File: src/gwb_pkg.sv
// ----------------------------------------------------------------------------
// gwb_pkg
// Shared widths, mode codes and lane control type for the gray-world white
// balance block.
// ----------------------------------------------------------------------------
package gwb_pkg;

    localparam int PIX_W     = 8;
    localparam int SUM_W     = 28;
    localparam int TOT_W     = 30;
    localparam int GAIN_W    = 24;
    localparam int GAIN_FRAC = 16;
    localparam int DIV_STEPS = GAIN_W;
    localparam int CNT_W     = $clog2(DIV_STEPS);

    localparam logic [1:0] MODE_CLEAR   = 2'd0;
    localparam logic [1:0] MODE_ACCUM   = 2'd1;
    localparam logic [1:0] MODE_CORRECT = 2'd2;

    localparam logic [SUM_W-1:0]  SUM_MAX  = {SUM_W{1'b1}};
    localparam logic [GAIN_W-1:0] GAIN_MAX = {GAIN_W{1'b1}};

    typedef struct packed {
        logic clr;
        logic acc;
        logic load_div;
        logic init;
        logic step;
        logic commit;
    } t_lane_ctl;

endpackage

File: src/gwb_lane.sv
// ----------------------------------------------------------------------------
// gwb_lane
// One color channel: saturating sum, bit-serial gain divider and the
// gain multiply with clamp to the pixel range.
// ----------------------------------------------------------------------------
module gwb_lane
    import gwb_pkg::*;
(
    input  logic             i_clk,
    input  logic             i_rst_n,
    input  t_lane_ctl        i_ctl,
    input  logic [PIX_W-1:0] i_add,
    input  logic [PIX_W-1:0] i_comp,
    input  logic [TOT_W-1:0] i_total,
    output logic [SUM_W-1:0] o_sum,
    output logic [PIX_W-1:0] o_res
);

    logic [SUM_W-1:0]        r_sum;
    logic [GAIN_W-1:0]       r_gain;
    logic [TOT_W-1:0]        r_div;
    logic [TOT_W-1:0]        r_rem;
    logic [GAIN_W-1:0]       r_dvd;
    logic [GAIN_W-1:0]       r_quo;
    logic                    r_ovf;
    logic                    r_zero;

    logic [SUM_W:0]          w_acc;
    logic [SUM_W-1:0]        n_sum;
    logic [TOT_W:0]          w_trial;
    logic                    w_ge;
    logic [TOT_W:0]          w_diff;
    logic [TOT_W-1:0]        n_rem;
    logic [GAIN_W-1:0]       n_quo;
    logic [GAIN_W-1:0]       n_gain;
    logic [PIX_W+GAIN_W-1:0] w_prod;
    logic [GAIN_W-GAIN_FRAC+PIX_W-1:0] w_int;

    // saturating accumulate
    assign w_acc = {1'b0, r_sum} + {{(SUM_W+1-PIX_W){1'b0}}, i_add};
    assign n_sum = w_acc[SUM_W] ? SUM_MAX : w_acc[SUM_W-1:0];

    // restoring division step
    assign w_trial = {r_rem, r_dvd[GAIN_W-1]};
    assign w_ge    = w_trial >= {1'b0, r_div};
    assign w_diff  = w_trial - {1'b0, r_div};
    assign n_rem   = w_ge ? w_diff[TOT_W-1:0] : w_trial[TOT_W-1:0];
    assign n_quo   = {r_quo[GAIN_W-2:0], w_ge};
    assign n_gain  = r_zero ? '0 : (r_ovf ? GAIN_MAX : n_quo);

    always_ff @(posedge i_clk) begin
        if (!i_rst_n) begin
            r_sum  <= '0;
            r_gain <= '0;
        end else begin
            if (i_ctl.clr) begin
                r_sum <= '0;
            end else if (i_ctl.acc) begin
                r_sum <= n_sum;
            end
            if (i_ctl.commit) begin
                r_gain <= n_gain;
            end
        end
    end

    always_ff @(posedge i_clk) begin
        if (i_ctl.load_div) begin
            r_div <= {2'b00, r_sum} + {1'b0, r_sum, 1'b0};
        end
        if (i_ctl.init) begin
            r_ovf  <= {8'd0, i_total} >= {r_div, 8'd0};
            r_zero <= (r_div == '0);
            r_rem  <= {8'd0, i_total[TOT_W-1:8]};
            r_dvd  <= {i_total[7:0], {GAIN_FRAC{1'b0}}};
            r_quo  <= '0;
        end else if (i_ctl.step) begin
            r_rem <= n_rem;
            r_dvd <= {r_dvd[GAIN_W-2:0], 1'b0};
            r_quo <= n_quo;
        end
    end

    // gain multiply, fraction dropped, clamp
    assign w_prod = {{GAIN_W{1'b0}}, i_comp} * {{PIX_W{1'b0}}, r_gain};
    assign w_int  = w_prod[PIX_W+GAIN_W-1:GAIN_FRAC];
    assign o_res  = (w_int > {{(GAIN_W-GAIN_FRAC){1'b0}}, {PIX_W{1'b1}}}) ?
                    {PIX_W{1'b1}} : w_int[PIX_W-1:0];
    assign o_sum  = r_sum;

endmodule

File: config.mk
export PLATFORM = sky130hd
export DESIGN_NAME = gwb_lane
export DESIGN_NICKNAME = d
export VERILOG_FILES = /design/src/gwb_pkg.sv /design/src/gwb_lane.sv
export SDC_FILE = /design/constraint.sdc
export NUM_CORES = 1
export LEC_CHECK = 0
export ABC_AREA = 1
export BUFFER_PORTS_ARGS = -buffer_cell sky130_fd_sc_hd__clkbuf_2
export CAP_MARGIN = 20
export CORE_MARGIN = 2
export CORE_UTILIZATION = 69
export DETAILED_ROUTE_END_ITERATION = 10
export GPL_TIMING_DRIVEN = 0
export PLACE_DENSITY = 0.89
export SLEW_MARGIN = 0
export SYNTH_ARGS = -nofsm -noshare
export SYNTH_HDL_FRONTEND = slang
export SYNTH_SLANG_ARGS = --single-unit
File: constraint.sdc
create_clock -name i_clk -period 8.02 [get_ports i_clk]
set_input_delay 0.802 -clock i_clk [delete_from_list [all_inputs] [get_ports i_clk]]
set_output_delay 0.802 -clock i_clk [all_outputs]
set_load 0.02 [all_outputs]
==> summary by stage <==
Status
The flow ran to the end, and the final reports show no timing, DRC or antenna violations.

CTS
The insertion delay of the later-clocked pin in the worst-skew pair is around 0.43 ns. The worst-case clock buffer depth is 2. The clock sink count is 145. The number of clock buffers added by TritonCTS is 17. TritonCTS built the clock tree.

Post-CTS repair changed the size of 0 cells. The number of post-CTS setup repair buffers is 0. Clock-pin slew was measured on the worst setup and hold paths at around 0.070 ns.

The H-tree was split into 4 levels. In this run the clock root is driven by a clkbuf_16. The quantity of hold-fixing buffers added after cts is 0.

Timing
For the finished layout, the period the worst path requires is approximately 7 ns. The setup TNS is 0 ns. The transition time at the pin with the least slew margin is 0.978 ns. The max-slew violation count is 0. The portion of the clock cycle consumed by the worst path in the final layout is 0.859. Setup repair after global routing left no endpoint under its margin. Between clock sinks in the finished design, the worst skew comes to 0.0182 ns. Measured against its own limit, the worst slew margin works out to 0.348.

The count of final hold-check violations is 0. Setup violations remaining at the end of the flow were counted as 0. The achievable frequency is approximately 150 MHz.

Placed design
The routability congestion estimate is 1.03. The wire-length estimate of the detail-placed layout is 39,000 microns. During placement, the flow inserted port buffers numbering 89.

Worst setup path
The data required time of the critical path is slightly above 7 ns. Across all register-to-register paths, the minimum setup slack is 5.17 ns. Traced cell by cell, the critical path runs through clkbuf_2, clkbuf_1, nand2_1, fa_1, inv_1, fa_1, inv_1, fa_1, fa_1, inv_1, ha_1, nand2_1, nor2_1, nand2_1, nor3_1, nand2_1, nand3_1, nand2_1, nand2_1, nand3_1, nor2_4, nand4_1, clkbuf_2. The dominant cell type by count on the critical path is nand2_1. The maximum fanout encountered on the critical timing path is 10. The worst setup path is launched from a primary input. The critical path startpoint is i_comp[6]. STA classifies the critical path endpoint as an output pin. The number of cell instances on the worst register-to-register path is 11. Among all stages on the critical path, the largest delay is contributed by clkbuf_1. The type of the worst setup path is primary input to output pin. The critical path's largest stage delay is 0.58 ns. The worst register-to-register path ends at r_div[27]. The source of the worst register-to-register timing path is o_sum[1]. Data arrives at the worst endpoint at 6.09 ns.

Detailed routing
After detailed routing, the met3 layer carries approximately 4500 microns of wire. Detailed routing inserted a total of 16,335 vias. The number of DRC markers in iteration 0 is 1,710.

The remaining antenna violation count after routing is 0. After detailed routing, no signal wire sits above met4. The wire length on met2 is 23,200 microns. The number of iterations in the first detailed-routing pass is 8. In the final routed layout, each cell accounts on average for approximately 17 microns. The DRC violation count after routing is 0. After detailed routing, the wire length on met1 is about 19,000 microns. Wires add up to between 40,000 and 50,000 microns. The mean number of vias per cell is 5.74.

Global routing
The largest net degree at the start of global routing is 40. Across every metal layer, demand over resource in global routing totals 0.389. The number of antenna violations at the first check in global routing came to 1. Global routing finished with a remaining overflow of 0. The number of global-route vias before repair was 16,288. The first global-routing pass estimated 79,800 microns of wire.

Hold path
The kind of path behind the tightest hold check is register to register. The worst min-delay path startpoint is r_quo[22]. Along the worst hold path, the cell count comes to 2. The worst-case hold path end point is r_quo[22].

Die
The horizontal extent of the die is 160 microns. The initial utilization of the core area, before any placement, comes to 0.708. The row count is 56. The I/O pin count is 90. After floorplanning, the core was sized to cover 23,600 sq um.

The die height is about 160 microns. The floorplan step defined a die boundary enclosing 25,500 sq um.

Power and ir drop
VDD sags by at most 0.000156 V. Summed over all nets, the switching power comes to 1530 uW. The clock share of power is 0.247. The internal portion of the total power is 1980 uW. The cell area power density is between 150 and 200 nW/um^2. The static leakage power is around 0.0099 uW. The sequential group share of total power is 0.267. Of the total power, combinational logic draws 0.486. Power comes to ~3500 uW. The switching fraction of total power is 0.436.

Final layout
In the layout the commonest cells are nand2_1 (672), inv_1 (508), nor2_1 (149), a21oi_1 (147), ha_1 (137). The layout filler cell count is 1,845. The most common cell after layout, fill and taps aside is nand2_1. For this run, the post-layout net count is 2,840.

The share of final-layout standard cells stronger than drive strength 1 is 0.0609. Relative to the synthesized area, the layout overhead comes to 8.82%. The diode insertion count for antenna repair is 0.

Yosys
Yosys printed 0 warnings. The cell area after synthesis is 16,700 sq um. After synthesis, the share of flip-flops with an asynchronous set or reset is 0.

Synthesis instantiated 50 different standard cells from the library. The library cell with the largest summed area after synthesis is fa_1. In the synthesized netlist, the number of instances is 2,407. After synthesis the netlist holds a flip-flop and latch count of 145. Yosys attributes the largest share of cell area to fa_1 (16%), nand2_1 (15%), inv_1 (11%).

Of the post-synthesis cell area, the dominant cell type holds 0.161. The total nets after synthesis is 2,732. The primary flip-flop cell chosen by synthesis mapping is dfxtp_1. The average cell area after synthesis is between 6 and 7 sq um. Yosys mapped a number of flops with a built-in enable equal to 62. The share of the Yosys chip area taken by registers is 0.211.

Flow run
Max-cap violations in this run came to 0.
[synthesized netlist by cell type (all sizes together), types with 21 or more instances]
library cell	count
xor2	37
nand4	27
nor3	25
nand3	84
o21ai	126
nand2	675
inv	515
nor2	154
xnor2	28
ha	137
clkbuf	58
fa	134
dfxtp	83
edfxtp	62
o22ai	21
a21oi	148
[cell type report]
| cell class | instances | area (sq um) | share of cell area |
|---|---|---|---|
| inverter | 521 | 1960 | 0.108 |
| sequential | 145 | 3520 | 0.194 |
| clock inverter | 9 | 116 | 0.00640 |
| tap | 319 | 399 | 0.0219 |
| buffer | 67 | 287 | 0.0158 |
| multi-input combinational | 1674 | 10900 | 0.602 |
| timing repair buffer | 89 | 445 | 0.0245 |
| clock buffer | 23 | 512 | 0.0281 |
[per-layer routing]
metal / GRT usage / vias up
li1: - / 7726
met1: 0.478 / 7639
met2: 0.673 / 829
met3: 0.0878 / 141
met4: 0.138 / 0
met5: 0 / -
[worst max-delay path: cells and delay by family]
kind / cells / cell delay (ns)
adders and majority gates: 5 / 2.54
buffers and inverters: 6 / 1.20
and+or+nand+nor: 12 / 1.55
[stage by stage]
step	hold WS, ns	cell area (sq um)	setup WS (ns)	utilization	std cells
after floorplan	0.423	16700	2.33	-	2407
after global placement	0.436	17600	1.43	0.743	2815
after detailed placement	0.442	17600	1.33	0.744	2815
after CTS	0.475	18200	1.31	0.770	2847
after global routing	0.493	18200	0.896	0.770	2847
final	0.474	18200	1.13	0.770	2847
[worst max-delay path by stage]
stage,to,slack (ns)
3_5_place_dp,o_res[1],1.33
3_3_place_gp,o_res[4],1.43
4_1_cts,o_res[1],1.31
6_report,o_res[1],1.13
2_1_floorplan,o_res[0],2.33
5_1_grt,o_res[4],0.90
[cells by family after synthesis]
logic type / after synthesis / share of synthesized area
simple gates: 992 / 0.244
fa+ha+maj: 271 / 0.263
compound gates: 346 / 0.114
flops: 145 / 0.211
buf+inv: 588 / 0.134
xor+xnor: 65 / 0.0341
[sequential cells by signal, indices dropped and copies added (netlist names)]
name    flops
r_quo      23
r_gain     24
r_dvd       8
o_sum      28
r_ovf       1
r_rem      30
r_div      30
r_zero      1
[power groups by stage]
stage	combinational (uW)	clock, uW	sequential (uW)
floorplan	1210	0	929
global placement	1610	0	943
detailed placement	1640	0	947
CTS	1660	862	932
global route	1870	890	944
finish	1700	866	934
No activity file was read; power rests on OpenSTA's default activity.
